`config.mk`:
```
export PLATFORM = sky130hd
export DESIGN_NAME = bmws_ram
export DESIGN_NICKNAME = d
export VERILOG_FILES = /design/src/rtl/bmws_ram.sv
export SDC_FILE = /design/constraint.sdc
export NUM_CORES = 1
export LEC_CHECK = 0
export BUFFER_PORTS_ARGS = -buffer_cell sky130_fd_sc_hd__buf_2
export CORE_MARGIN = 2
export CORE_UTILIZATION = 30
export DETAILED_ROUTE_END_ITERATION = 7
export PLACE_DENSITY = 0.55
export SKIP_CTS_REPAIR_TIMING = 1
export SYNTH_ARGS = -nofsm -noshare
export SYNTH_HDL_FRONTEND = slang
export SYNTH_SLANG_ARGS = --single-unit
```
`constraint.sdc`:
```
create_clock -name clk -period 1.8 [get_ports clk]
set_input_delay 0.18 -clock clk [delete_from_list [all_inputs] [get_ports clk]]
set_output_delay 0.18 -clock clk [all_outputs]
set_load 0.05 [all_outputs]
```
`src/rtl/bmws_ram.sv`:
```
// ----------------------------------------------------------------------------
// bmws_ram
// Generic single-port RAM with registered read.
// ----------------------------------------------------------------------------
module bmws_ram #(
    parameter int WIDTH = 8,
    parameter int DEPTH = 16
) (
    input  logic                     clk,
    input  logic                     we,
    input  logic [$clog2(DEPTH)-1:0] addr,
    input  logic [WIDTH-1:0]         wdata,
    output logic [WIDTH-1:0]         rdata
);

    logic [WIDTH-1:0] mem [DEPTH];

    // write port and registered read
    always_ff @(posedge clk)
    begin
        if (we)
        begin
            mem[addr] <= wdata;
        end
        rdata <= mem[addr];
    end

endmodule

```
; Word-level counts from Yosys, hierarchy flattened
; Memories as Yosys holds them, arrays and structs flattened. A register that Yosys moved wholly into a read port is not among the register bits.
; Cells that the tools add are included.
[totals]
ff_bits = 0
ram_bits = 128
in_bits = 14
out_inout_bits = 8
elab_cells = 3
n_memories = 1
[classes]
mux = 2
[memory_table]
columns = name, words, width, rd, rd_clocked_by_memory_dff, write_ports, line
row1 = mem, 16, 8, 1, 1, 1, 16  ; logic [WIDTH-1:0] mem [DEPTH];
[ops]
columns = op, n
row1 = $mux W1, 2

; Logic depth before layout (Yosys ltp)
[logic_depth]
word_depth = 2
mapped_depth = 5
mapped_depth_nobuf = 3

; Least setup slack after synthesis
; Ideal clock, no wire load.
[synth_timing]
path_type = input port to flip-flop
start = input addr[2]
end = memory mem[0][0], enable pin
setup_ns = 0.383
arrival_time_ns = 1.290
required_time_ns = 1.417
setup_slack_ns = 0.127
cell_stages = 2
n_path_buf = 0
path_cell_list = or3b_2 -> nor3_1
[synth_lines]
columns = element, line
row1 = from (decl), 11  ; input logic [$clog2(DEPTH)-1:0] addr,
row2 = to (decl), 16
; No word-level cell before the write port.

==> out/metrics.cfg <==
[setup_path]
worst-r2r-setup-slack_ns = 0.37
slowest_stage = mux4_2
arrival_ns = 1.72
path_cells = mux4_2 -> a22oi_1 -> nand2_1
worstSetupPathType = register to register
critPathMaxStageDelay_ns = 0.46
cp_max_fo = 1
cp.required_ns = 2.09
cp-end-kind = register
crit_path_start_kind = register

[sta]
skew_ns = 0.00724
tightest_slew_ns = 0.811
period_share = 0.795
setup_slack_ns = 0.369
rsz0062_at_grt = false
finalSetupViolations = 0
period_needed_ns = 1.43
fmax_ghz = 0.699
timing_hold_violations_final = 0
drv_slew = 0
fin_tns_setup_ns = 0
timing.slew.headroom = 0.458

[route]
wl_met2_um = 4910
drtAntennaViolNets = 0
wl_met1_um = 4570
drc_errors = 0
first_iter_violations = 184
drt_wl_total_um = 10000
top_layer = met4
routed-via-count = 2412
avgRoutedWirePerCell_um = 19.3
dr_wl_met3_um = 469
dr.pass1.iters = 5
avgViaCountPerCell = 4.66

[clock_network]
cts_buffers = 17
cts.clk_slew.worst_paths_ns = 0.06
cts_root_buf = clkbuf_16
htree_levels = 4
clock_latency_ns = 0.42
clkSinkCount = 136
cts_tree = yes
clockBufferDepth = 2

[global_routing]
antenna_found_initial = 0
track_usage = 0.122
grt_overflow = 0
grt_max_degree = 40
grt_pass1_vias = 2590
grt_pass1_wl_um = 15500

[pwr]
p_per_area_nw_per_um2 = 1190
ir_worst_vdd_mv = 0.637
p_total_mw = 7.37
p_leak_nw = 2.04

[die]
die_w_um = 134
start_util = 0.307
dieArea_um2 = 17900
coreArea_um2 = 16500
fp.dieH_um = 134
io-pin-count = 22
row_count = 47

[yosys]
synth_top_cell_by_area = edfxtp_1
synth_flop_cell = edfxtp_1
ys_types = 18
synth_top_area_share = 0.759
synth-seq-area-share = 0.790
synthTopCellsByArea = edfxtp_1, mux4_2, dfxtp_1, a22oi_1, nor2_1
async_reset_ff_frac = 0
post-synth-top-count-cell = edfxtp_1
synth-seq-cells = 136
synth-edff-count = 128
netlist_instances = 230
syn_area_um2 = 5070
syn_avg_cell_area_um2 = 22.0
yosysWarnings = 0
synth_common_cells = edfxtp_1, mux4_2, a22oi_1, nor2_1, nand2_1
syn-num-nets = 244

[placement]
port_buffers = 21
dp_hpwl_um = 6360
routabilityCongestion = 0.707
dpl_worst_slack_ns = 0.141
place_inst = 486

[layout]
drive_gt1_frac = 0.356
num-fill-cells = 1491
fin_nets = 299
n_antenna_cell = 0
syn_to_final_growth_pct = 22.6
final_cell_count_no_fill = 518

[hold_path]
hold_class = input pin to register

[status]
outcome = complete, no violations

[flow_run]
drv_cap = 0

==> report_power, final <==
part / total [mW] / leakage [nW] / switching (mW) / internal, mW
combinational: 0.418 / 0.550 / 0.264 / 0.154
clock: 3.39 / 0.267 / 1.22 / 2.17
sequential: 3.56 / 1.22 / 0.0192 / 3.54
total: 7.37 / 2.04 / 1.51 / 5.87
==> worst max-delay path, delay by kind of cell, from the launching register on <==
| kind | cells | cell delay, ns |
|---|---|---|
| compound gates | 1 | 0.36 |
| flops | 1 | 0.39 |
| simple gates | 1 | 0.11 |
| mux | 1 | 0.46 |
==> per-stage QoR <==
stage | hold WS (ns) | cell area (um^2) | util
6_report | 0.146 | 6210 | 0.376
4_1_cts | 0.135 | 6210 | 0.376
3_3_place_gp | 0.571 | 5630 | 0.341
2_1_floorplan | 0.279 | 5070 | -
5_1_grt | 0.148 | 6210 | 0.376
3_5_place_dp | 0.580 | 5630 | 0.341
==> layout by cell type, fill, tap and decap left out <==
cell type / count
nand2b_1: 2
nand3b_1: 2
buf_2: 21
nor2b_1: 2
buf_12: 4
clkbuf_1: 6
nand2_1: 9
nor2_1: 13
or3b_2: 1
clkinv_2: 2
buf_4: 22
a22oi_1: 16
dfxtp_1: 8
bufinv_16: 3
nand3_1: 1
mux4_2: 32
clkbuf_16: 17
edfxtp_1: 128
clkinvlp_4: 4
nor3_1: 4
and2_1: 1
==> kinds of logic after synthesis <==
| group | after synthesis | synth area share |
|---|---|---|
| DFF | 136 | 0.790 |
| and+or+nand+nor | 35 | 0.0321 |
| AOI/OAI and AO/OA | 16 | 0.0237 |
| muxes | 32 | 0.142 |
| buffers and inverters | 11 | 0.0119 |
==> final timing paths <==
kind	from	end	cells past startpoint
worst max-delay path	mem[0][3]	rdata[3]	3
worst min-delay path	wdata[5]	mem[10][5]	1
worst max register to register	mem[0][3]	rdata[3]	3
worst min register to register	mem[15][1]	rdata[1]	3
==> layer usage <==
layer	global-route usage	vias up
met3	0.0488	6
met5	0	-
met2	0.187	52
li1	-	1075
met1	0.162	1279
met4	0.0319	0
==> final cells by class <==
| class | count | area (um^2) | share of cell area |
|---|---|---|---|
| clock inverter | 9 | 130 | 0.0210 |
| tap | 220 | 275 | 0.0443 |
| timing repair buffer | 47 | 350 | 0.0564 |
| multi-input combinational | 83 | 1000 | 0.162 |
| clock buffer | 23 | 448 | 0.0721 |
| sequential | 136 | 4000 | 0.645 |
==> registers in the layout, indices dropped and copies added (netlist names) <==
name,count
mem,128
rdata,8
Note: power is estimated with default switching activity, not from simulation.
