**src/rtl/bmws_pkg.sv**
```systemverilog
// ----------------------------------------------------------------------------
// bmws_pkg
// Shared types, constants and state codes for the bucketed window statistics.
// ----------------------------------------------------------------------------
package bmws_pkg;

    localparam int BUCKETS = 64;
    localparam int IDX_W   = $clog2(BUCKETS);
    localparam int NB_W    = $clog2(BUCKETS + 1);
    localparam int ENT_W   = 64 + 64 + 64 + 32;

    localparam logic [15:0] MS_RESET = 16'd100;
    localparam logic [63:0] S64_MIN  = 64'h8000_0000_0000_0000;
    localparam logic [63:0] S64_MAX  = 64'h7FFF_FFFF_FFFF_FFFF;

    localparam logic [1:0] ST_OK    = 2'd0;
    localparam logic [1:0] ST_SMALL = 2'd1;
    localparam logic [1:0] ST_FIRST = 2'd2;
    localparam logic [1:0] ST_LARGE = 2'd3;

    typedef struct packed {
        logic        kind;
        logic [31:0] value;
        logic [31:0] elapsed_ms;
        logic [31:0] window_ms;
        logic        use_full_window;
    } req_t;

    typedef struct packed {
        logic [63:0] max_sample;
        logic [63:0] min_sample;
        logic [31:0] sample_count;
        logic [6:0]  window_buckets;
        logic [63:0] window_sum;
        logic [63:0] max_bucket_sum;
        logic [63:0] min_bucket_sum;
        logic [63:0] avg_per_bucket;
        logic [63:0] avg_per_sample;
        logic [63:0] total_ever;
        logic [62:0] count_ever;
        logic [1:0]  status;
    } rsp_t;

    typedef struct packed {
        logic [63:0] bmax;
        logic [63:0] bmin;
        logic [63:0] bsum;
        logic [31:0] bcnt;
    } ent_t;

    typedef enum logic [4:0] {
        S_IDLE, S_DIV1, S_DIV2, S_DECIDE, S_CLEAR, S_SRD, S_SWAIT, S_SWR,
        S_QSETUP, S_QRD, S_QWAIT, S_QACC, S_AVG1, S_AVG2, S_AVG3, S_AVG4, S_DONE
    } state_t;

    // 64-bit divider handshake
    typedef struct packed {
        logic        start;
        logic [63:0] num;
        logic [63:0] den;
    } div_req_t;

    typedef struct packed {
        logic        done;
        logic [63:0] quo;
        logic [63:0] rem;
    } div_rsp_t;

endpackage

```
**src/rtl/bmws_div.sv**
```systemverilog
// ----------------------------------------------------------------------------
// bmws_div
// Restoring divider, one quotient bit per cycle, 64 by 64 bits.
// ----------------------------------------------------------------------------
module bmws_div (
    input  logic               clk,
    input  logic               rst_n,
    input  bmws_pkg::div_req_t req,
    output bmws_pkg::div_rsp_t rsp
);

    logic [63:0] quo_reg, quo_next;
    logic [63:0] rem_reg, rem_next;
    logic [63:0] den_reg, den_next;
    logic [6:0]  cnt_reg, cnt_next;
    logic        run_reg, run_next;
    logic        done_reg, done_next;
    logic [64:0] trial;
    logic [64:0] shifted;

    // one shift-subtract step
    always_comb
    begin
        quo_next  = quo_reg;
        rem_next  = rem_reg;
        den_next  = den_reg;
        cnt_next  = cnt_reg;
        run_next  = run_reg;
        done_next = 1'b0;
        shifted   = {rem_reg, quo_reg[63]};
        trial     = shifted - {1'b0, den_reg};
        if (req.start)
        begin
            quo_next = req.num;
            rem_next = '0;
            den_next = req.den;
            cnt_next = 7'd0;
            run_next = 1'b1;
        end
        else if (run_reg)
        begin
            if (!trial[64])
            begin
                rem_next = trial[63:0];
                quo_next = {quo_reg[62:0], 1'b1};
            end
            else
            begin
                rem_next = shifted[63:0];
                quo_next = {quo_reg[62:0], 1'b0};
            end
            cnt_next = cnt_reg + 7'd1;
            if (cnt_reg == 7'd63)
            begin
                run_next  = 1'b0;
                done_next = 1'b1;
            end
        end
    end

    // control registers
    always_ff @(posedge clk or negedge rst_n)
    begin
        if (!rst_n)
        begin
            run_reg  <= 1'b0;
            done_reg <= 1'b0;
            cnt_reg  <= '0;
        end
        else
        begin
            run_reg  <= run_next;
            done_reg <= done_next;
            cnt_reg  <= cnt_next;
        end
    end

    // datapath registers
    always_ff @(posedge clk)
    begin
        quo_reg <= quo_next;
        rem_reg <= rem_next;
        den_reg <= den_next;
    end

    assign rsp.done = done_reg;
    assign rsp.quo  = quo_reg;
    assign rsp.rem  = rem_reg;

endmodule

```
**config.mk**
```make
export PLATFORM = sky130hd
export DESIGN_NAME = bmws_div
export DESIGN_NICKNAME = d
export VERILOG_FILES = /design/src/rtl/bmws_pkg.sv /design/src/rtl/bmws_div.sv
export SDC_FILE = /design/constraint.sdc
export NUM_CORES = 1
export LEC_CHECK = 0
export BUFFER_PORTS_ARGS = -buffer_cell sky130_fd_sc_hd__buf_2
export CORE_MARGIN = 1.5
export CORE_UTILIZATION = 55
export CTS_BUF_LIST = sky130_fd_sc_hd__clkbuf_2 sky130_fd_sc_hd__clkbuf_4 sky130_fd_sc_hd__clkbuf_8
export DETAILED_ROUTE_END_ITERATION = 12
export PLACE_DENSITY = 0.91
export SLEW_MARGIN = 10
export SYNTH_ARGS = -nofsm -noshare
export SYNTH_HDL_FRONTEND = slang
export SYNTH_SLANG_ARGS = --single-unit
```
**constraint.sdc**
```tcl
create_clock -name clk -period 11 [get_ports clk]
set_clock_uncertainty 0.15 [all_clocks]
set_input_delay 1.1 -clock clk [delete_from_list [all_inputs] [get_ports clk]]
set_output_delay 1.1 -clock clk [all_outputs]
set_load 0.05 [all_outputs]
```
### Word level (Yosys, flattened, before mapping)

Index checks and enable logic that the tools add are counted.

| cells by class | value |
|---|---|
| add/subtract/negate cells | 2 |
| multiply operators | 0 |
| divide/modulo/power cells | 0 |
| $lt $le $gt $ge | 0 |
| equality and inequality tests | 1 |
| shifts and indexed selects | 0 |
| muxes and demuxes | 12 |
| bitwise gates (word level) | 0 |
| reduce and logical (&&, ||, !) cells | 1 |

Operator list:

| operator | number |
|---|---|
| $mux W64 | 3 |
| $sub A65 B64 Y65 | 1 |
| $mux W7 | 2 |
| $add A7 B1 Y7 const B | 1 |
| $eq A7 B6 Y1 const B | 1 |
| $mux W1 | 7 |
| $reduce_bool A2 Y1 | 1 |

| storage, ports and cells | value |
|---|---|
| register bits | 201 |
| latch bits | 0 |
| bits in writable memories | 0 |
| bits in read-only memories | 0 |
| bits of input ports | 131 |
| output and inout port bits | 129 |
| logic and storage cells | 22 |
| memories | 0 |

### Longest topological paths before layout

| logic depth | value |
|---|---|
| word-level depth | 4 |
| mapped depth | 15 |
| mapped depth without buffers | 13 |

### Worst setup path before layout

No wires, ideal clock.

| timing path | value |
|---|---|
| path type | flip-flop to flip-flop |
| start | register quo_reg[63] |
| end | register rem_reg[52] |
| library setup time | 0.073 ns |
| arrival time | 3.792 ns |
| data required time | 10.777 ns |
| slack | 6.985 ns |
| stages on the path, launching flop included | 14 |
| path buffers | 0 |
| period minus slack after synthesis | 4.015 ns |
| cells stage by stage | edfxtp_1 > inv_1 > ha_1 > fa_1 > nor2b_1 > o2111ai_1 > a31oi_2 > a2111oi_4 > nor4_4 > nor4_4 > o21a_1 > or3_1 > or4_1 > o211ai_2 |

| between the ends | value |
|---|---|
| longest elaborated chain between the ends | 2 |

RTL lines:

| what | RTL line | source |
|---|---|---|
| start, declared | bmws_div.sv:12 | `logic [63:0] quo_reg, quo_next;` |
| start signal, assigned | bmws_div.sv:81 | `quo_reg <= quo_next;` |
| $sub A65 B64 Y65 | bmws_div.sv:31 | `trial = shifted - {1'b0, den_reg};` |
| $mux W64 | bmws_div.sv:42 | `if (!trial[64])` |
| end signal, assigned | bmws_div.sv:82 | `rem_reg <= rem_next;` |
| end, declared | bmws_div.sv:13 | `logic [63:0] rem_reg, rem_next;` |

Every way passes these cells.
A chain may end at the register's enable or synchronous reset.

### Worst setup path in the final report

Same ends and word-level chain as after synthesis.

==> flow_metrics.py <==
metrics = {
    "synthesis": {
        "syn_inst": 1235,
        "synthTopCellsByArea": "edfxtp_1 32%, dfxtp_1 11%, ha_1 6.8%",
        "synth_edf_count": 128,
        "synth_area_mm2": 0.0120,
        "yosys_warnings": 0,
        "ys_ff_latch": 201,
        "synth.distinct_cells": 72,
        "synth_nets": 1432,
        "synth_top_area_share": 0.320,
        "ys_seq_area_frac": 0.445,
        "synthArstFlopShare": 0.0448,
        "synth_common_cells": "136 x nand2_1, 128 x edfxtp_1, 91 x nor2_1",
        "yosysTopAreaCell": "edfxtp_1",
        "synth-main-ff-cell": "edfxtp_1",
        "yosysMostFrequentCell": "nand2_1",
        "syn_avg_cell_area_um2": 9.73,
    },
    "cts": {
        "cts_sinks": 201,
        "cts-htree-levels": 2,
        "cts_buffer_depth": 3,
        "cts_root_buf": "clkbuf_8",
        "holdBufCountCts": 0,
        "post-cts-setup-buffers": 0,
        "post_cts_resized": 0,
        "clock_latency_ns": 0.55,
        "path_clk_slew_ns": 0.06,
        "cts_buffers": 37,
        "cts_tree": "yes",
    },
    "layout": {
        "layout-drive-gt1-share": 0.280,
        "seqCellArea_mm2": 0.00535,
        "n_antenna_cell": 0,
        "final_net_count": 1669,
        "stdcell_count": 1776,
        "finish.utilization": 0.674,
        "n_fill_cell": 1648,
        "areaGrowthSynthToFinish_pct": 19.0,
        "multi_input_comb_area_mm2": 0.00607,
        "final_area_mm2": 0.0143,
    },
    "pwr": {
        "leakagePower_nw": 6.45,
        "p_per_area_mw_per_mm2": 139,
        "ir_worst_vdd_v": 0.000137,
        "power.total_mw": 1.99,
    },
    "detailed_routing": {
        "vias": 10568,
        "dr.pass1.iters": 5,
        "routed_wl_um": 33200,
        "drc": 0,
        "viasPerCell": 5.95,
        "first_iter_violations": 717,
        "ant_nets": 0,
        "routedWlPerCell_um": 18.7,
    },
    "placed_design": {
        "place_area_mm2": 0.0135,
        "dp_slack_ns": 6.22,
        "routabilityCongestion": 0.926,
        "io_buffer_count": 259,
        "post-place-cells": 1708,
        "dp_hpwl_um": 24300,
    },
    "worst_setup_path": {
        "critPathKind": "reg2reg",
        "worstPathArrival_ns": 5.12,
        "start_kind": "register",
        "rr_startpoint": "quo_reg[63]",
        "crit_required_ns": 11.29,
        "end_kind": "register",
        "crit_path_max_fanout": 58,
        "startpoint": "quo_reg[63]",
    },
    "global_route": {
        "grt_pass1_vias": 10314,
        "grt_usage": 0.286,
        "grt-ovfl-total": 0,
        "grt_antenna_before_repair": 0,
        "grt_pass1_wl_um": 51200,
        "grt_max_degree": 85,
    },
    "sta": {
        "max_slew.worst_pin.slew_ns": 1.15,
        "setup_ws_ns": 6.17,
        "max_slew_margin": 0.230,
        "rsz0062_at_grt": "false",
        "hold_ws_ns": 0.250,
        "finalCritPeriodShare": 0.439,
        "fin_crit_ns": 4.83,
        "tns_ns": 0,
        "clock.fmax_mhz": 207,
        "hold_viol_final": 0,
        "drv_slew": 0,
        "setup_violations": 0,
    },
    "die": {
        "ios": 260,
        "die_y_um": 151,
        "initial_utilization": 0.566,
        "fp.dieW_um": 151,
        "die-area_mm2": 0.0227,
        "core_area_mm2": 0.0212,
        "rows": 53,
    },
    "run": {
        "drv_cap": 0,
    },
    "hold_path": {
        "min_path_type": "in2async",
    },
    "status": {
        "status": "complete, no violations",
    },
}
-- routing by layer --
layer	vias up	global-route usage	wire [µm]
li1	5031	-	-
met1	4940	0.354	13400
met5	-	0	0
met2	505	0.482	15800
met3	92	0.0666	2870
met4	0	0.117	1180
-- cell usage in the layout, fill, tap and decap left out, types with 8 or more instances in the layout --
cell type,n
o31ai_1,10
o21bai_1,11
dfrtp_1,8
a21o_1,31
dfxtp_1,64
buf_2,258
ha_1,65
buf_4,8
a21oi_1,86
edfxtp_1,128
nand2b_1,10
xor2_1,23
a311oi_1,27
a31oi_1,8
a211oi_1,17
o21a_1,10
clkbuf_8,43
mux2_2,63
o21ai_0,56
nand4_1,24
inv_1,86
xnor2_1,31
nand2_1,136
nand3_1,28
nor2_1,90
and3_1,8
clkbuf_4,15
nor3_1,14
mux2i_1,21
o211ai_1,8
-- area by class of cell --
cell class                      instances  area share
Multi-Input combinational cell        878       0.425
Sequential cell                       201       0.374
Timing Repair Buffer                  267      0.0953
Clock buffer                           58      0.0493
Tap cell                              275      0.0241
Inverter                               87      0.0228
Clock inverter                         10     0.00971
-- critical path, cell delays in order, from the launching register on --
cell and delay, ns:
edfxtp_1 0.37, inv_1 0.06, ha_1 0.21, fa_1 0.42, nor2b_1 0.18, o2111ai_1 0.20
a31oi_2 0.40, a2111oi_4 0.16, nor4_4 0.40, nor4_4 0.09, o21a_1 0.24, or3_2 0.96
or4_1 0.69, o211ai_2 0.14
-- cell families (layout without fill, tap and decap cells) --
kind of cell / count (synthesis) / in the layout / synth area share
AOI/OAI and AO/OA: 318 / 318 / 0.179
and+or+nand+nor: 356 / 356 / 0.140
muxes: 84 / 84 / 0.0765
xor gates and xnor gates: 54 / 54 / 0.0394
buffers and inverters: 156 / 422 / 0.0502
adders and majority gates: 66 / 66 / 0.0694
DFF: 201 / 201 / 0.445
-- final timing paths --
kind,end,slack [ns],cells past startpoint
setup / recovery,rem_reg[52],6.17,13
hold / removal,cnt_reg[5],0.25,1
setup reg to reg,rem_reg[52],6.17,13
hold reg to reg,rem_reg[14],0.35,2
max in group asynchronous,run_reg,10.25,1
min in group clk,rem_reg[14],0.35,2
-- report_power, final --
part | leakage (nW) | switching, mW | internal, mW | total (mW)
registers | 1.94 | 0.0230 | 0.855 | 0.878
clock network | 0.445 | 0.328 | 0.481 | 0.809
logic | 4.07 | 0.204 | 0.0964 | 0.301
total | 6.45 | 0.555 | 1.43 | 1.99
Power figures use the tool's default switching activity.
