[src/rtl/bmws_pkg.sv]
// ----------------------------------------------------------------------------
// bmws_pkg
// Shared types, constants and state codes for the bucketed window statistics.
// ----------------------------------------------------------------------------
package bmws_pkg;

    localparam int BUCKETS = 64;
    localparam int IDX_W   = $clog2(BUCKETS);
    localparam int NB_W    = $clog2(BUCKETS + 1);
    localparam int ENT_W   = 64 + 64 + 64 + 32;

    localparam logic [15:0] MS_RESET = 16'd100;
    localparam logic [63:0] S64_MIN  = 64'h8000_0000_0000_0000;
    localparam logic [63:0] S64_MAX  = 64'h7FFF_FFFF_FFFF_FFFF;

    localparam logic [1:0] ST_OK    = 2'd0;
    localparam logic [1:0] ST_SMALL = 2'd1;
    localparam logic [1:0] ST_FIRST = 2'd2;
    localparam logic [1:0] ST_LARGE = 2'd3;

    typedef struct packed {
        logic        kind;
        logic [31:0] value;
        logic [31:0] elapsed_ms;
        logic [31:0] window_ms;
        logic        use_full_window;
    } req_t;

    typedef struct packed {
        logic [63:0] max_sample;
        logic [63:0] min_sample;
        logic [31:0] sample_count;
        logic [6:0]  window_buckets;
        logic [63:0] window_sum;
        logic [63:0] max_bucket_sum;
        logic [63:0] min_bucket_sum;
        logic [63:0] avg_per_bucket;
        logic [63:0] avg_per_sample;
        logic [63:0] total_ever;
        logic [62:0] count_ever;
        logic [1:0]  status;
    } rsp_t;

    typedef struct packed {
        logic [63:0] bmax;
        logic [63:0] bmin;
        logic [63:0] bsum;
        logic [31:0] bcnt;
    } ent_t;

    typedef enum logic [4:0] {
        S_IDLE, S_DIV1, S_DIV2, S_DECIDE, S_CLEAR, S_SRD, S_SWAIT, S_SWR,
        S_QSETUP, S_QRD, S_QWAIT, S_QACC, S_AVG1, S_AVG2, S_AVG3, S_AVG4, S_DONE
    } state_t;

    // 64-bit divider handshake
    typedef struct packed {
        logic        start;
        logic [63:0] num;
        logic [63:0] den;
    } div_req_t;

    typedef struct packed {
        logic        done;
        logic [63:0] quo;
        logic [63:0] rem;
    } div_rsp_t;

endpackage

[src/rtl/bmws_ctrl.sv]
// ----------------------------------------------------------------------------
// bmws_ctrl
// Sequencer: bucket lookup, lazy clearing, sample update, window scan and
// average computation, sharing one divider.
// ----------------------------------------------------------------------------
module bmws_ctrl (
    input  logic                       clk,
    input  logic                       rst_n,
    input  logic                       start,
    input  bmws_pkg::req_t             req,
    input  logic [15:0]                ms_per_bucket,
    output logic                       busy,
    output logic                       done,
    output bmws_pkg::rsp_t             rsp,
    output bmws_pkg::div_req_t         dreq,
    input  bmws_pkg::div_rsp_t         drsp,
    output logic                       ram_we,
    output logic [bmws_pkg::IDX_W-1:0] ram_addr,
    output bmws_pkg::ent_t             ram_wdata,
    input  bmws_pkg::ent_t             ram_rdata
);

    localparam int IW = bmws_pkg::IDX_W;

    bmws_pkg::state_t state_reg, state_next;
    bmws_pkg::req_t   req_reg;
    logic [31:0] now_reg, now_next;
    logic [31:0] nb_reg, nb_next;
    logic [32:0] ncb_reg, ncb_next;
    logic [32:0] clr_tgt_reg, clr_tgt_next;
    logic [IW:0] clr_left_reg, clr_left_next;
    logic [IW-1:0] addr_reg, addr_next;
    logic [IW:0] scan_left_reg, scan_left_next;
    logic [63:0] tot_reg, tot_next;
    logic [63:0] cntall_reg, cntall_next;
    logic [63:0] mx_reg, mx_next, mn_reg, mn_next;
    logic [63:0] bmx_reg, bmx_next, bmn_reg, bmn_next;
    logic [63:0] sum_reg, sum_next, cnt_reg, cnt_next;
    logic [63:0] q_reg, q_next;
    logic        neg_reg, neg_next;
    logic        second_reg, second_next;
    logic [63:0] apb_reg, apb_next, aps_reg, aps_next;
    logic [1:0]  status_reg, status_next;
    logic        done_reg, done_next;
    logic [63:0] v64;
    logic [15:0] len;
    logic [32:0] n_clr;
    logic [63:0] res_avg;

    assign len = (ms_per_bucket == 16'd0) ? 16'd1 : ms_per_bucket;
    assign v64 = {{32{req_reg.value[31]}}, req_reg.value};

    // next state
    always_comb
    begin
        state_next = state_reg;
        case (state_reg)
            bmws_pkg::S_IDLE:   if (start) state_next = bmws_pkg::S_DIV1;
            bmws_pkg::S_DIV1:   if (drsp.done)
                                    state_next = req_reg.kind ? bmws_pkg::S_DIV2
                                                              : bmws_pkg::S_DECIDE;
            bmws_pkg::S_DIV2:   if (drsp.done || req_reg.use_full_window)
                                    state_next = bmws_pkg::S_DECIDE;
            bmws_pkg::S_DECIDE:
            begin
                if (req_reg.kind && status_next != bmws_pkg::ST_OK)
                    state_next = bmws_pkg::S_DONE;
                else
                    state_next = bmws_pkg::S_CLEAR;
            end
            bmws_pkg::S_CLEAR:
            begin
                if (clr_left_reg == '0)
                    state_next = req_reg.kind ? bmws_pkg::S_QSETUP : bmws_pkg::S_SRD;
            end
            bmws_pkg::S_SRD:    state_next = bmws_pkg::S_SWAIT;
            bmws_pkg::S_SWAIT:  state_next = bmws_pkg::S_SWR;
            bmws_pkg::S_SWR:    state_next = bmws_pkg::S_IDLE;
            bmws_pkg::S_QSETUP: state_next = bmws_pkg::S_QRD;
            bmws_pkg::S_QRD:    state_next = bmws_pkg::S_QWAIT;
            bmws_pkg::S_QWAIT:  state_next = bmws_pkg::S_QACC;
            bmws_pkg::S_QACC:   state_next = (scan_left_reg == 1) ? bmws_pkg::S_AVG1
                                                                  : bmws_pkg::S_QRD;
            bmws_pkg::S_AVG1:   state_next = bmws_pkg::S_AVG2;
            bmws_pkg::S_AVG2:   if (drsp.done) state_next = bmws_pkg::S_AVG3;
            bmws_pkg::S_AVG3:   if (drsp.done) state_next = bmws_pkg::S_AVG4;
            bmws_pkg::S_AVG4:   state_next = second_reg ? bmws_pkg::S_DONE
                                                        : bmws_pkg::S_AVG1;
            bmws_pkg::S_DONE:   state_next = bmws_pkg::S_IDLE;
            default:            state_next = bmws_pkg::S_IDLE;
        endcase
    end

    // datapath and outputs
    always_comb
    begin
        now_next       = now_reg;
        nb_next        = nb_reg;
        ncb_next       = ncb_reg;
        clr_tgt_next   = clr_tgt_reg;
        clr_left_next  = clr_left_reg;
        addr_next      = addr_reg;
        scan_left_next = scan_left_reg;
        tot_next       = tot_reg;
        cntall_next    = cntall_reg;
        mx_next        = mx_reg;
        mn_next        = mn_reg;
        bmx_next       = bmx_reg;
        bmn_next       = bmn_reg;
        sum_next       = sum_reg;
        cnt_next       = cnt_reg;
        q_next         = q_reg;
        neg_next       = neg_reg;
        second_next    = second_reg;
        apb_next       = apb_reg;
        aps_next       = aps_reg;
        status_next    = status_reg;
        done_next      = 1'b0;
        dreq           = '0;
        ram_we         = 1'b0;
        ram_addr       = addr_reg;
        ram_wdata      = '0;
        n_clr          = '0;
        res_avg        = '0;
        case (state_reg)
            bmws_pkg::S_IDLE:
            begin
                if (start)
                begin
                    dreq.start = 1'b1;
                    dreq.num   = {32'd0, req.elapsed_ms};
                    dreq.den   = {48'd0, len};
                end
            end
            bmws_pkg::S_DIV1:
            begin
                if (drsp.done)
                begin
                    now_next = drsp.quo[31:0];
                    if (req_reg.kind)
                    begin
                        dreq.start = !req_reg.use_full_window;
                        dreq.num   = {32'd0, req_reg.window_ms};
                        dreq.den   = {48'd0, len};
                        nb_next    = 32'(bmws_pkg::BUCKETS / 2);
                    end
                end
            end
            bmws_pkg::S_DIV2:
            begin
                if (drsp.done && !req_reg.use_full_window)
                    nb_next = drsp.quo[31:0];
            end
            bmws_pkg::S_DECIDE:
            begin
                status_next = bmws_pkg::ST_OK;
                if (req_reg.kind)
                begin
                    if (nb_reg == 32'd0)
                        status_next = bmws_pkg::ST_SMALL;
                    else if (nb_reg > 32'(bmws_pkg::BUCKETS))
                        status_next = bmws_pkg::ST_LARGE;
                    else if (now_reg == 32'd0)
                        status_next = bmws_pkg::ST_FIRST;
                end
                // clear target b is now for a sample, now-1 for a query
                clr_tgt_next = req_reg.kind ? {1'b0, now_reg - 32'd1} : {1'b0, now_reg};
                clr_left_next = '0;
                if (clr_tgt_next >= ncb_reg)
                begin
                    n_clr = clr_tgt_next + 33'd1 - ncb_reg;
                    if (n_clr >= 33'(bmws_pkg::BUCKETS))
                    begin
                        clr_left_next = (IW+1)'(bmws_pkg::BUCKETS);
                        addr_next     = '0;
                    end
                    else
                    begin
                        clr_left_next = n_clr[IW:0];
                        addr_next     = ncb_reg[IW-1:0] + IW'(1);
                    end
                    if (!(req_reg.kind && status_next != bmws_pkg::ST_OK))
                        ncb_next = clr_tgt_next + 33'd1;
                end
            end
            bmws_pkg::S_CLEAR:
            begin
                if (clr_left_reg != '0)
                begin
                    ram_we         = 1'b1;
                    ram_wdata.bmax = bmws_pkg::S64_MIN;
                    ram_wdata.bmin = bmws_pkg::S64_MAX;
                    addr_next      = addr_reg + IW'(1);
                    clr_left_next  = clr_left_reg - 1'b1;
                end
                else
                begin
                    addr_next = req_reg.kind ? (clr_tgt_reg[IW-1:0] + IW'(1) - nb_reg[IW-1:0])
                                             : now_reg[IW-1:0];
                end
            end
            bmws_pkg::S_SWR:
            begin
                ram_we         = 1'b1;
                ram_wdata      = ram_rdata;
                if ($signed(v64) > $signed(ram_rdata.bmax)) ram_wdata.bmax = v64;
                if ($signed(v64) < $signed(ram_rdata.bmin)) ram_wdata.bmin = v64;
                ram_wdata.bsum = ram_rdata.bsum + v64;
                ram_wdata.bcnt = ram_rdata.bcnt + 32'd1;
                tot_next       = tot_reg + v64;
                cntall_next    = cntall_reg + 64'd1;
            end
            bmws_pkg::S_QSETUP:
            begin
                scan_left_next = nb_reg[IW:0];
                mx_next  = bmws_pkg::S64_MIN;
                mn_next  = bmws_pkg::S64_MAX;
                bmx_next = bmws_pkg::S64_MIN;
                bmn_next = bmws_pkg::S64_MAX;
                sum_next = '0;
                cnt_next = '0;
            end
            bmws_pkg::S_QACC:
            begin
                if ($signed(ram_rdata.bmax) > $signed(mx_reg)) mx_next = ram_rdata.bmax;
                if ($signed(ram_rdata.bmin) < $signed(mn_reg)) mn_next = ram_rdata.bmin;
                if ($signed(ram_rdata.bsum) > $signed(bmx_reg)) bmx_next = ram_rdata.bsum;
                if ($signed(ram_rdata.bsum) < $signed(bmn_reg)) bmn_next = ram_rdata.bsum;
                sum_next       = sum_reg + ram_rdata.bsum;
                cnt_next       = cnt_reg + {32'd0, ram_rdata.bcnt};
                addr_next      = addr_reg + IW'(1);
                scan_left_next = scan_left_reg - 1'b1;
                second_next    = 1'b0;
            end
            bmws_pkg::S_AVG1:
            begin
                neg_next   = sum_reg[63];
                dreq.start = 1'b1;
                dreq.num   = sum_reg[63] ? (64'd0 - sum_reg) : sum_reg;
                dreq.den   = second_reg ? cnt_reg : {32'd0, nb_reg};
            end
            bmws_pkg::S_AVG2:
            begin
                if (drsp.done)
                begin
                    q_next     = drsp.quo;
                    dreq.start = 1'b1;
                    dreq.num   = {drsp.rem[55:0], 8'd0};
                    dreq.den   = second_reg ? cnt_reg : {32'd0, nb_reg};
                end
            end
            bmws_pkg::S_AVG3:
            begin
                if (drsp.done)
                begin
                    if (q_reg >= 64'h0080_0000_0000_0000)
                        res_avg = neg_reg ? bmws_pkg::S64_MIN : bmws_pkg::S64_MAX;
                    else
                    begin
                        res_avg = {q_reg[55:0], 8'd0} + drsp.quo;
                        if (neg_reg) res_avg = 64'd0 - res_avg;
                    end
                    if (second_reg) aps_next = (cnt_reg == 64'd0) ? 64'd0 : res_avg;
                    else apb_next = res_avg;
                end
            end
            bmws_pkg::S_AVG4:
            begin
                second_next = 1'b1;
            end
            bmws_pkg::S_DONE:
            begin
                done_next = 1'b1;
            end
            default: ;
        endcase
        // zero count: the second divide uses count one to avoid dividing by zero, result forced to zero
        if (state_reg == bmws_pkg::S_AVG1 && second_reg && cnt_reg == 64'd0)
            dreq.den = 64'd1;
        if (state_reg == bmws_pkg::S_AVG2 && second_reg && cnt_reg == 64'd0)
            dreq.den = 64'd1;
    end

    // control registers
    always_ff @(posedge clk or negedge rst_n)
    begin
        if (!rst_n)
        begin
            state_reg  <= bmws_pkg::S_IDLE;
            ncb_reg    <= '0;
            tot_reg    <= '0;
            cntall_reg <= '0;
            done_reg   <= 1'b0;
            clr_left_reg  <= (IW+1)'(bmws_pkg::BUCKETS);
            addr_reg      <= '0;
            scan_left_reg <= '0;
            second_reg    <= 1'b0;
        end
        else
        begin
            state_reg     <= state_next;
            ncb_reg       <= ncb_next;
            tot_reg       <= tot_next;
            cntall_reg    <= cntall_next;
            done_reg      <= done_next;
            clr_left_reg  <= clr_left_next;
            addr_reg      <= addr_next;
            scan_left_reg <= scan_left_next;
            second_reg    <= second_next;
        end
    end

    // payload registers
    always_ff @(posedge clk)
    begin
        if (state_reg == bmws_pkg::S_IDLE && start)
            req_reg <= req;
        now_reg     <= now_next;
        nb_reg      <= nb_next;
        clr_tgt_reg <= clr_tgt_next;
        mx_reg      <= mx_next;
        mn_reg      <= mn_next;
        bmx_reg     <= bmx_next;
        bmn_reg     <= bmn_next;
        sum_reg     <= sum_next;
        cnt_reg     <= cnt_next;
        q_reg       <= q_next;
        neg_reg     <= neg_next;
        apb_reg     <= apb_next;
        aps_reg     <= aps_next;
        status_reg  <= status_next;
    end

    // result assembly
    always_comb
    begin
        rsp            = '0;
        rsp.total_ever = tot_reg;
        rsp.count_ever = cntall_reg[62:0];
        rsp.status     = status_reg;
        if (status_reg == bmws_pkg::ST_OK)
        begin
            rsp.max_sample     = mx_reg;
            rsp.min_sample     = mn_reg;
            rsp.sample_count   = cnt_reg[31:0];
            rsp.window_buckets = nb_reg[6:0];
            rsp.window_sum     = sum_reg;
            rsp.max_bucket_sum = bmx_reg;
            rsp.min_bucket_sum = bmn_reg;
            rsp.avg_per_bucket = apb_reg;
            rsp.avg_per_sample = aps_reg;
        end
    end

    assign busy = (state_reg != bmws_pkg::S_IDLE);
    assign done = done_reg;

endmodule

[config.mk]
export PLATFORM = sky130hd
export DESIGN_NAME = bmws_ctrl
export DESIGN_NICKNAME = d
export VERILOG_FILES = /design/src/rtl/bmws_pkg.sv /design/src/rtl/bmws_ctrl.sv
export SDC_FILE = /design/constraint.sdc
export NUM_CORES = 2
export LEC_CHECK = 0
export BUFFER_PORTS_ARGS = -buffer_cell sky130_fd_sc_hd__buf_2
export CAP_MARGIN = 0
export CELL_PAD_IN_SITES_DETAIL_PLACEMENT = 1
export CELL_PAD_IN_SITES_GLOBAL_PLACEMENT = 2
export CORE_AREA = 5 5 562 564
export CTS_CLUSTER_SIZE = 28
export DETAILED_ROUTE_END_ITERATION = 8
export DIE_AREA = 0 0 567 569
export GPL_TIMING_DRIVEN = 0
export HOLD_SLACK_MARGIN = 0.1
export PLACE_DENSITY = 0.71
export SKIP_LAST_GASP = 1
export SLEW_MARGIN = 20
export SYNTH_ARGS = -nofsm -noshare
export SYNTH_HDL_FRONTEND = slang
export SYNTH_SLANG_ARGS = --single-unit
[constraint.sdc]
create_clock -name clk -period 13.9 [get_ports clk]
set_input_delay 2.78 -clock clk [delete_from_list [all_inputs] [get_ports clk]]
set_output_delay 2.78 -clock clk [all_outputs]
set_load 0.05 [all_outputs]
# Word-level counts from Yosys, hierarchy flattened
# Cells that the tools add are included.
# classes
n_addsub	18
n_lt_le_gt_ge	10
eq_ne	31
muxes	66
n_bitwise	2
n_reduce_logical	39
# op_table
cell	n
64-bit two-way mux	13
64-bit case mux with 2 select lines	6
129-bit two-way mux	4
129-bit case mux with 4 select lines	1
487-bit two-way mux	1
64-bit adder	4
128-bit case mux with 2 select lines	1
64-bit greater-than comparator	2
64-bit < comparator	2
128-bit two-way mux	1
32-bit two-way mux	4
1-bit by 64-bit subtractor with 64-bit output (first input constant)	2
96-bit two-way mux	1
5-bit case mux with 15 select lines	1
64-bit by 1-bit adder with 64-bit output (second input constant)	1
64-bit by 32-bit adder with 64-bit output	1
64-bit by 56-bit greater-or-equal comparator with 1-bit output (second input constant)	1
32-bit by 64-bit greater-than comparator with 1-bit output	1
32-bit zero test	2
64-bit zero test	1
32-bit by 64-bit < comparator with 1-bit output	1
32-bit case mux with 2 select lines	1
5-bit by 4-bit equality test with 1-bit output (second input constant)	8
5-bit two-way mux	8
other kinds (42)	98
# word_totals
register_bits	903
in_bits	470
out_inout_bits	978
word_cells	193

# Longest topological paths before layout
# depth
ltp_word	11
depth_mapped	27
depth_no_buf	25

# Worst setup path after synthesis
# Ideal clock, no wire load.
# synth_timing
kind	register to register
startpoint	register state_reg[4]
endpoint	register cnt_reg[0], enable pin
setup_ps	798
arrival_ps	10498
setup_slack_ps	2605
path_stages_with_launch	6
period_less_slack_ps	11295
cell_sequence	dfrtp_1 > clkbuf_1 > or3_1 > clkbuf_1 > clkbuf_1 > nor3b_1
# synth_between
elab_chain_cells	2
word_cells_on_any_way	3
classes_between	eq/ne (2); reduce/logical (1)
# synth_lines
item	line_no	source
from (decl)	bmws_ctrl.sv:25	bmws_pkg::state_t state_reg, state_next;
from (signal assigned)	bmws_ctrl.sv:289	state_reg <= bmws_pkg::S_IDLE;
from (signal assigned)	bmws_ctrl.sv:301	state_reg <= state_next;
5-bit by 4-bit equality test with 1-bit output	bmws_ctrl.sv:125	case (state_reg)
2-bit nonzero test (no source line) (*)	n/a	
to (signal assigned)	bmws_ctrl.sv:326	cnt_reg <= cnt_next;
to (decl)	bmws_ctrl.sv:38	logic [63:0] sum_reg, sum_next, cnt_reg, cnt_next;
# Every way passes the cells marked *; elsewhere a longest branch is shown, timed or not.
# A chain may end at the register's enable or synchronous reset.

==> results.json <==
{
  "wl_per_cell_um": 32.88,
  "p_leak_nw": 41.09,
  "layout_commonest_cell": "buf_2",
  "cts_root_buf": "clkbuf_16",
  "status": "finished, final reports clean",
  "worst-path-buf-inv": 5,
  "hpwl_um": 394500,
  "drv_cap": 0,
  "powerDensity_nw_per_um2": 197.7,
  "synth_area_um2": 73680,
  "holdBufCountCts": 0,
  "tritoncts": "done",
  "io_buffer_count": 1439,
  "grt_max_degree": 76,
  "critPathCaptureType": "primary output",
  "grt_pass1_vias": 76940,
  "ir_worst_vdd_mv": 0.1512,
  "seq_area_frac_synth_pct": 35.46,
  "drtPass1Iterations": 7,
  "syn_inst": 8280,
  "synth-edff-count": 713,
  "critPathArrivalTime_ns": 8.59,
  "final_antenna_net_count": 0,
  "pin_count": 1448,
  "clkSinkCount": 902,
  "postCtsSetupBuffers": 0,
  "cp-start-kind": "input port",
  "path_common_cell": "buf_2",
  "grt_pass1_wl_um": 633500,
  "hp-class": "reg -> reg",
  "cts_made_buffers": 138,
  "max_freq_ghz": 0.08792,
  "power.total_w": 0.01821,
  "drt_wl_total_um": 467700,
  "antenna_found_initial": 158,
  "final_cell_mix": "buf_2, ha_1, edfxtp_1",
  "insertion_delay_ns": 0.85,
  "rrSetupSlack_ns": 5.99,
  "drt-initial-drc-count": 6538,
  "htree_levels": 4,
  "area_growth_pct": 24.98,
  "finalHoldViolCount": 0,
  "ys_types": 129,
  "required_ns": 11.12,
  "path_cells": "buf_2, inv_1, ha_1, a21o_1, a21o_1, a21oi_1, o21ai_0, a31oi_1, nor4bb_1, o21ai_0, a221oi_1, mux2_2, clkbuf_1, buf_2, mux2i_1, o21ai_1, buf_2",
  "path_clk_slew_ns": 0.05,
  "drive_above_1_share_pct": 19.50,
  "critPathKind": "in -> out",
  "yosysWarnings": 0,
  "postSynth.asyncResetShare_pct": 20.73,
  "die_h_um": 569,
  "ys.flop_type": "edfxtp_1",
  "vias": 75690,
  "die_w_um": 567,
  "avgSynthCellArea_um2": 8.899,
  "regArea_um2": 26130,
  "tightest_slew_ns": 1.298,
  "rsz0062_at_grt": "no",
  "viasPerCell": 5.321,
  "post-route-drc-count": 0,
  "layout_worst_path_cycle_share_pct": 81.82,
  "grt_use_total_pct": 27.67,
  "final_util_pct": 29.67,
  "overflow": 0,
  "fill_cells": 36790,
  "clock_skew_ns": 0.06000,
  "syn_nets": 9499,
  "critPathMaxFanout": 10,
  "die_area_um2": 322600,
  "finalNetCount": 11150,
  "start_util_pct": 23.74,
  "place.gp.congestion": 0.9786,
  "fp-row-count": 205,
  "setup_viol_count_final": 0,
  "cp_slowest_cell": "nor4bb_1",
  "largest_reg_flops": 66,
  "clockBufferDepth": 4,
  "core-area_um2": 310400,
  "slew_headroom_pct": 13.45,
  "cp_top_family": "compound AO/OA/AOI/OAI gates",
  "multi_input_area_um2": 44090,
  "finalCriticalPeriod_ns": 11.37,
  "cts_resized": 0,
  "cp_slowest_stage_delay_ns": 0.80,
  "ys_ff_latch": 902,
  "slew_violations": 0
}
-- per-stage QoR --
step | TNS [ns] | std cells | setup WS (ns) | cell area [um^2] | hold slack [ns]
2_1_floorplan | 0 | 8280 | 2.605 | 73680 | 0.4459
3_3_place_gp | -693.13 | 13860 | -5.438 | 86070 | 0.4569
3_5_place_dp | 0 | 13930 | 2.650 | 87470 | 0.4723
4_1_cts | 0 | 14180 | 2.657 | 91960 | 0.4796
5_1_grt | 0 | 14190 | 2.685 | 92010 | 0.5033
6_report | 0 | 14230 | 2.526 | 92090 | 0.4746
-- routing by layer --
| metal | part of all wire [%] | GRT usage [%] | vias to the layer above |
|---|---|---|---|
| li1 | - | - | 33460 |
| met1 | 39 | 33.00 | 38370 |
| met2 | 47 | 46.96 | 3024 |
| met3 | 7.3 | 6.069 | 768 |
| met4 | 5.9 | 13.84 | 68 |
| met5 | 0.10 | 0 | - |
-- logic make-up after synthesis --
logic type               after synthesis  synth area share, %
AO/OA/AOI/OAI                       2023                17.68
adder cells (fa/ha/maj)              749                12.79
buffers and inverters                944                5.004
flip-flops                           902                35.46
AND/OR/NAND/NOR                     2988                20.72
multiplexers                         149                2.085
XOR/XNOR                             525                6.261
-- final timing paths --
check	endpoint	cells after the start	from
setup reg to reg	ram_addr[2]	23	now_reg[1]
setup / recovery	ram_wdata[112]	17	ram_rdata[97]
hold / removal	tot_reg[63]	1	tot_reg[63]
max in group asynchronous	ncb_reg[28]	2	rst_n
min in group asynchronous	cntall_reg[62]	1	rst_n
hold reg to reg	tot_reg[63]	1	tot_reg[63]
-- synthesized netlist by cell type (36+ instances only) --
| library cell | count | area share, % |
|---|---|---|
| dfrtp_1 | 186 | 6.3 |
| mux2_2 | 36 | 0.55 |
| nor4_1 | 67 | 0.57 |
| or3_1 | 121 | 1.0 |
| o21a_1 | 68 | 0.69 |
| edfxtp_1 | 713 | 29 |
| mux2i_1 | 113 | 1.5 |
| o21ai_0 | 506 | 3.4 |
| o31ai_1 | 59 | 0.60 |
| nand3_1 | 144 | 0.98 |
| a21oi_1 | 522 | 3.5 |
| nand2b_1 | 96 | 0.82 |
| and2_1 | 382 | 3.2 |
| xnor2_1 | 263 | 3.1 |
| nand4_1 | 183 | 1.6 |
| ha_1 | 742 | 13 |
| nor2b_1 | 114 | 0.97 |
| a311o_1 | 36 | 0.49 |
| and3_1 | 71 | 0.60 |
| nor3_1 | 382 | 2.6 |
| xor2_1 | 260 | 3.1 |
| a21boi_0 | 38 | 0.39 |
| nor2_1 | 625 | 3.2 |
| a211oi_1 | 36 | 0.37 |
| clkbuf_1 | 355 | 1.8 |
| nand2_1 | 644 | 3.3 |
| o21bai_1 | 48 | 0.49 |
| inv_1 | 550 | 2.8 |
| a31oi_1 | 56 | 0.48 |
| a21o_1 | 325 | 3.3 |
-- cell type report --
type                            count  area share [%]
Antenna cell                       46          0.1250
Buffer                            394           1.818
Clock buffer                      180           4.075
Clock inverter                     68          0.7975
Inverter                          550           2.242
Multi-Input combinational cell   6434           47.88
Sequential cell                   902           28.37
Tap cell                         4140           5.625
Timing Repair Buffer             1511           9.065
-- report_power, final --
group	switching, W	internal [W]	leakage [nW]
Clock	0.00153	0.00211	2.19
Sequential	0.000509	0.00341	8.83
Combinational	0.00797	0.00268	30.1
Total	0.0100	0.00820	41.1
Power figures use the tool's default switching activity.
